`src/rtl/lrbd_pkg.sv`:
```
// Shared types and codes for the run-length pattern bitmap decoder.
`timescale 1ns / 1ps

package lrbd_pkg;

  // Operation codes carried by the input beat.
  localparam logic [1:0] OP_CLEAR  = 2'd0;
  localparam logic [1:0] OP_DECODE = 2'd1;
  localparam logic [1:0] OP_READ   = 2'd2;

  // Pattern text characters.
  localparam logic [7:0] CH_ZERO = 8'h30;
  localparam logic [7:0] CH_NINE = 8'h39;
  localparam logic [7:0] CH_LIVE = 8'h6F;  // 'o'
  localparam logic [7:0] CH_DEAD = 8'h62;  // 'b'
  localparam logic [7:0] CH_EOL  = 8'h24;  // '$'
  localparam logic [7:0] CH_END  = 8'h21;  // '!'

  // Configuration register indexes.
  localparam logic CFG_WIDTH  = 1'b0;
  localparam logic CFG_HEIGHT = 1'b1;

  localparam logic [8:0]  SIZE_RESET = 9'd256;
  localparam logic [15:0] SAT16      = 16'hFFFF;
  localparam logic [7:0]  LEFT_CELL  = 8'h80;

  // Commands from the controller to the datapath.
  typedef struct packed {
    logic item_load;
    logic parser_clear;
    logic clr_step;
    logic decode;
    logic paint_rd;
    logic paint_wr;
    logic rd_issue;
    logic out_load;
  } lrbd_cmd_t;

  // Status from the datapath to the controller.
  typedef struct packed {
    logic clr_last;
    logic paint_go;
    logic paint_last;
  } lrbd_sts_t;

endpackage

```
`src/rtl/lrbd_ctrl.sv`:
```
// Controller state machine: sequences clearing, decoding, painting and reads.
`timescale 1ns / 1ps

module lrbd_ctrl (
  input  logic                  clk,
  input  logic                  rst_n,
  input  logic                  in_valid,
  input  logic [1:0]            in_operation,
  output logic                  in_stall,
  output logic                  out_valid,
  input  logic                  out_stall,
  output lrbd_pkg::lrbd_cmd_t   cmd,
  input  lrbd_pkg::lrbd_sts_t   sts
);
  import lrbd_pkg::*;

  typedef enum logic [7:0] {
    S_INIT     = 8'b0000_0001,
    S_IDLE     = 8'b0000_0010,
    S_CLEAR    = 8'b0000_0100,
    S_DECODE   = 8'b0000_1000,
    S_PAINT_RD = 8'b0001_0000,
    S_PAINT_WR = 8'b0010_0000,
    S_READ     = 8'b0100_0000,
    S_DONE     = 8'b1000_0000
  } state_t;

  state_t state_r, state_nxt;
  logic   out_valid_r, out_valid_nxt;

  assign in_stall  = (state_r != S_IDLE);
  assign out_valid = out_valid_r;

  always_comb begin
    state_nxt = state_r;
    cmd       = '0;
    unique case (state_r)
      S_INIT: begin
        cmd.clr_step = 1'b1;
        if (sts.clr_last) begin
          state_nxt = S_IDLE;
        end
      end
      S_IDLE: begin
        if (in_valid) begin
          cmd.item_load = 1'b1;
          priority if (in_operation == OP_CLEAR) begin
            cmd.parser_clear = 1'b1;
            state_nxt        = S_CLEAR;
          end else if (in_operation == OP_DECODE) begin
            state_nxt = S_DECODE;
          end else if (in_operation == OP_READ) begin
            state_nxt = S_READ;
          end else begin
            state_nxt = S_DONE;
          end
        end
      end
      S_CLEAR: begin
        cmd.clr_step = 1'b1;
        if (sts.clr_last) begin
          state_nxt = S_DONE;
        end
      end
      S_DECODE: begin
        cmd.decode = 1'b1;
        state_nxt  = sts.paint_go ? S_PAINT_RD : S_DONE;
      end
      S_PAINT_RD: begin
        cmd.paint_rd = 1'b1;
        state_nxt    = S_PAINT_WR;
      end
      S_PAINT_WR: begin
        cmd.paint_wr = 1'b1;
        state_nxt    = sts.paint_last ? S_DONE : S_PAINT_RD;
      end
      S_READ: begin
        cmd.rd_issue = 1'b1;
        state_nxt    = S_DONE;
      end
      S_DONE: begin
        // The result waits here while the previous beat is still unclaimed.
        if (!out_valid_r || !out_stall) begin
          cmd.out_load = 1'b1;
          state_nxt    = S_IDLE;
        end
      end
      default: begin
        state_nxt = S_INIT;
      end
    endcase
  end

  always_comb begin
    out_valid_nxt = out_valid_r;
    if (cmd.out_load) begin
      out_valid_nxt = 1'b1;
    end else if (out_valid_r && !out_stall) begin
      out_valid_nxt = 1'b0;
    end
  end

  always_ff @(posedge clk) begin
    if (!rst_n) begin
      state_r     <= S_INIT;
      out_valid_r <= 1'b0;
    end else begin
      state_r     <= state_nxt;
      out_valid_r <= out_valid_nxt;
    end
  end

endmodule

```
`config.mk`:
```
export PLATFORM = sky130hd
export DESIGN_NAME = lrbd_ctrl
export DESIGN_NICKNAME = d
export VERILOG_FILES = /design/src/rtl/lrbd_pkg.sv /design/src/rtl/lrbd_ctrl.sv
export SDC_FILE = /design/constraint.sdc
export NUM_CORES = 1
export LEC_CHECK = 0
export CORE_AREA = 2 2 39 41
export DETAILED_ROUTE_END_ITERATION = 8
export DIE_AREA = 0 0 41 43
export DONT_BUFFER_PORTS = 1
export PLACE_DENSITY = 0.7
export SLEW_MARGIN = 20
export SYNTH_ARGS = -nofsm -noshare
export SYNTH_HDL_FRONTEND = slang
export SYNTH_SLANG_ARGS = --single-unit
export TNS_END_PERCENT = 20
```
`constraint.sdc`:
```
create_clock -name clk -period 2.5 [get_ports clk]
set_clock_uncertainty 0.1 [all_clocks]
set_input_delay 0.25 -clock clk [delete_from_list [all_inputs] [get_ports clk]]
set_output_delay 0.25 -clock clk [all_outputs]
set_load 0.02 [all_outputs]
```
==> impl_metrics.yaml <==
outcome:
  status: "finished, final reports clean"
synthesis:
  synth_area_um2: 771
  synth-edff-count: 0
  ys_ff_latch: 9
  synth_top_area_frac: 0.234
  ys_async_sr_fraction: 0
  synth_common_cells: "9 x dfxtp_1, 5 x a21oi_1, 5 x nor2_1"
  synth_area_leader_cell: "dfxtp_1"
  yosys_warnings: 0
  synthCells: 80
  syn_area_per_cell_um2: 9.63
  yosys-top-cells-area: "dfxtp_1 23%, buf_6 5.8%, a311oi_4 3.4%"
  synth-main-ff-cell: "dfxtp_1"
  synth_seq_area_share: 0.234
  synth_nets: 89
  yosysMostFrequentCell: "dfxtp_1"
  synth.distinct_cells: 41
grt:
  first_global_vias: 599
  overflow: 0
  antenna_found_initial: 0
  grt_max_degree: 14
  grt_usage: 0.220
  grt_pass1_wl_um: 2520
cells_and_area:
  drive_gt1_frac: 0.289
  fillers: 135
  layout.nets: 93
  antennaDiodeCount: 0
  multiInputGateArea_um2: 512
  seqCellArea_um2: 180
  syn_to_final_growth_pct: 4.22
sta:
  slew_headroom: 0.648
  rsz0062_at_grt: "false"
  fin_setup_tns_ps: 0
  min_period_ps: 2290
  finalSetupViolCount: 0
  hold_viol: 0
  hold_ws_ps: 6.97
  worst-slew-pin-transition_ps: 522
  finalCritPeriodShare: 0.917
  maxSlewViolCount: 0
  fmax_mhz: 436
route:
  wirelength_um: 1580
  via_count: 629
  dr.pass1.iters: 4
  wl_per_cell_um: 15.9
  post-route-drc-count: 0
  ant_nets: 0
  via_per_inst: 6.35
  drt_iter0_markers: 11
cts:
  insertion_delay_ps: 280
  clockBufferDepth: 2
  h-tree-depth: 1
  clkSinkCount: 9
  tritoncts: "built"
  clk_pin_slew_ps: 70
  cts_buffers: 3
  root_buffer: "clkbuf_4"
setup_path:
  cp-end-kind: "output port"
  rr_worst_depth: 4
  regToRegStartpoint: "state_r[2]"
  crit_fanout: 13
  crit_end: "cmd[6]"
  r2r_end: "state_r[7]"
  crit_type: "reg2out"
  cp.arrival_ps: 1940
  cp_data_required_time_ps: 2150
  cp-start-kind: "flop"
  r2r_setup_slack_ps: 430
  crit_start: "state_r[2]"
placement:
  io_buffers: 0
  dpl.hpwl_um: 1140
  gp_congestion: 0.744
die:
  dieArea_mm2: 0.00176
  fp.dieW_um: 41
  row_count: 14
  initial_core_util: 0.557
  ioPinCount: 19
  die_h_um: 43
  core_area_mm2: 0.00138
power:
  vdd_drop_max_mv: 0.436
  powerDensity_mw_per_mm2: 726
  leakage_nw: 0.292
job:
  maxCapViolCount: 0
hold_path:
  hold_class: "in2reg"
## cell families (layout without fill, tap and decap cells)
kind of cell | count (synthesis) | count (layout) | synth area share
and+or+nand+nor | 45 | 45 | 0.469
buffers and inverters | 9 | 12 | 0.107
xor gates and xnor gates | 5 | 5 | 0.0568
DFF | 9 | 9 | 0.234
AOI/OAI and AO/OA | 12 | 12 | 0.133
## final cells by class
cell class | count | area share
Clock buffer | 3 | 0.0280
Clock inverter | 1 | 0.00623
Inverter | 1 | 0.00467
Multi-Input combinational cell | 62 | 0.637
Sequential cell | 9 | 0.224
Tap cell | 16 | 0.0249
Timing Repair Buffer | 7 | 0.0748
## stage by stage
step           area (um^2)  total power, mW  utilization  setup WS, ps  cells
6_report               803            0.583        0.580           207     99
5_1_grt                803            0.618        0.580          45.6     99
4_1_cts                800            0.587        0.578          97.7     99
3_5_place_dp           742            0.460        0.536           412     92
3_3_place_gp           742            0.457        0.536           440     92
2_1_floorplan          771            0.437            -           305     80
## worst max-delay path, stage by stage (launching register included)
cell and delay, ps:
dfxtp_1 470, nor4b_4 430, nand2_4 140, nor4b_1 410
buf_4 220
## state kept, by name, summed over array words and instances (netlist names)
register	flops
state_r	8
out_valid	1
## power by group
part / internal, mW / switching, mW
Sequential: 0.161 / 0.0508
Combinational: 0.127 / 0.122
Clock: 0.0594 / 0.0631
## placed cells by master, fill, tap and decap left out, types with 3 or more instances in the layout
cell type	count
a21oi_1	4
buf_4	4
clkbuf_4	3
dfxtp_1	9
dlygate4sd3_1	3
nand2_1	3
nand3_1	3
nand4_1	3
nor2_1	5
nor4_1	4
xor2_1	3
## how the worst min path moves through the flow
stage | start | end | slack (ps) | depth (start not counted)
3_3_place_gp | in_operation[1] | state_r[3] | 220 | 1
6_report | sts[1] | state_r[4] | 7 | 2
5_1_grt | rst_n | state_r[7] | 10 | 1
2_1_floorplan | in_operation[0] | state_r[6] | 220 | 1
3_5_place_dp | in_operation[1] | state_r[3] | 220 | 1
4_1_cts | sts[1] | state_r[4] | 8 | 2
## per-layer routing
| layer | vias to the layer above | share of wire | track usage | routed length (um) |
|---|---|---|---|---|
| met3 | 4 | 0.066 | 0.0942 | 104 |
| met2 | 18 | 0.48 | 0.325 | 749 |
| li1 | 314 | - | - | - |
| met4 | 0 | 0.024 | 0.100 | 38 |
| met1 | 293 | 0.43 | 0.263 | 684 |
| met5 | - | 0 | 0 | 0 |
## timing repair
| action | 4_1_cts | 5_1_grt |
|---|---|---|
| setup buffers | 0 | 0 |
| hold buffers | 3 | 0 |
| endpoints found under the setup margin | 0 | 1 |
| resized for setup | 0 | 1 |
| hold endpoints to repair | 3 | 0 |
Note: power is estimated with default switching activity, not from simulation.
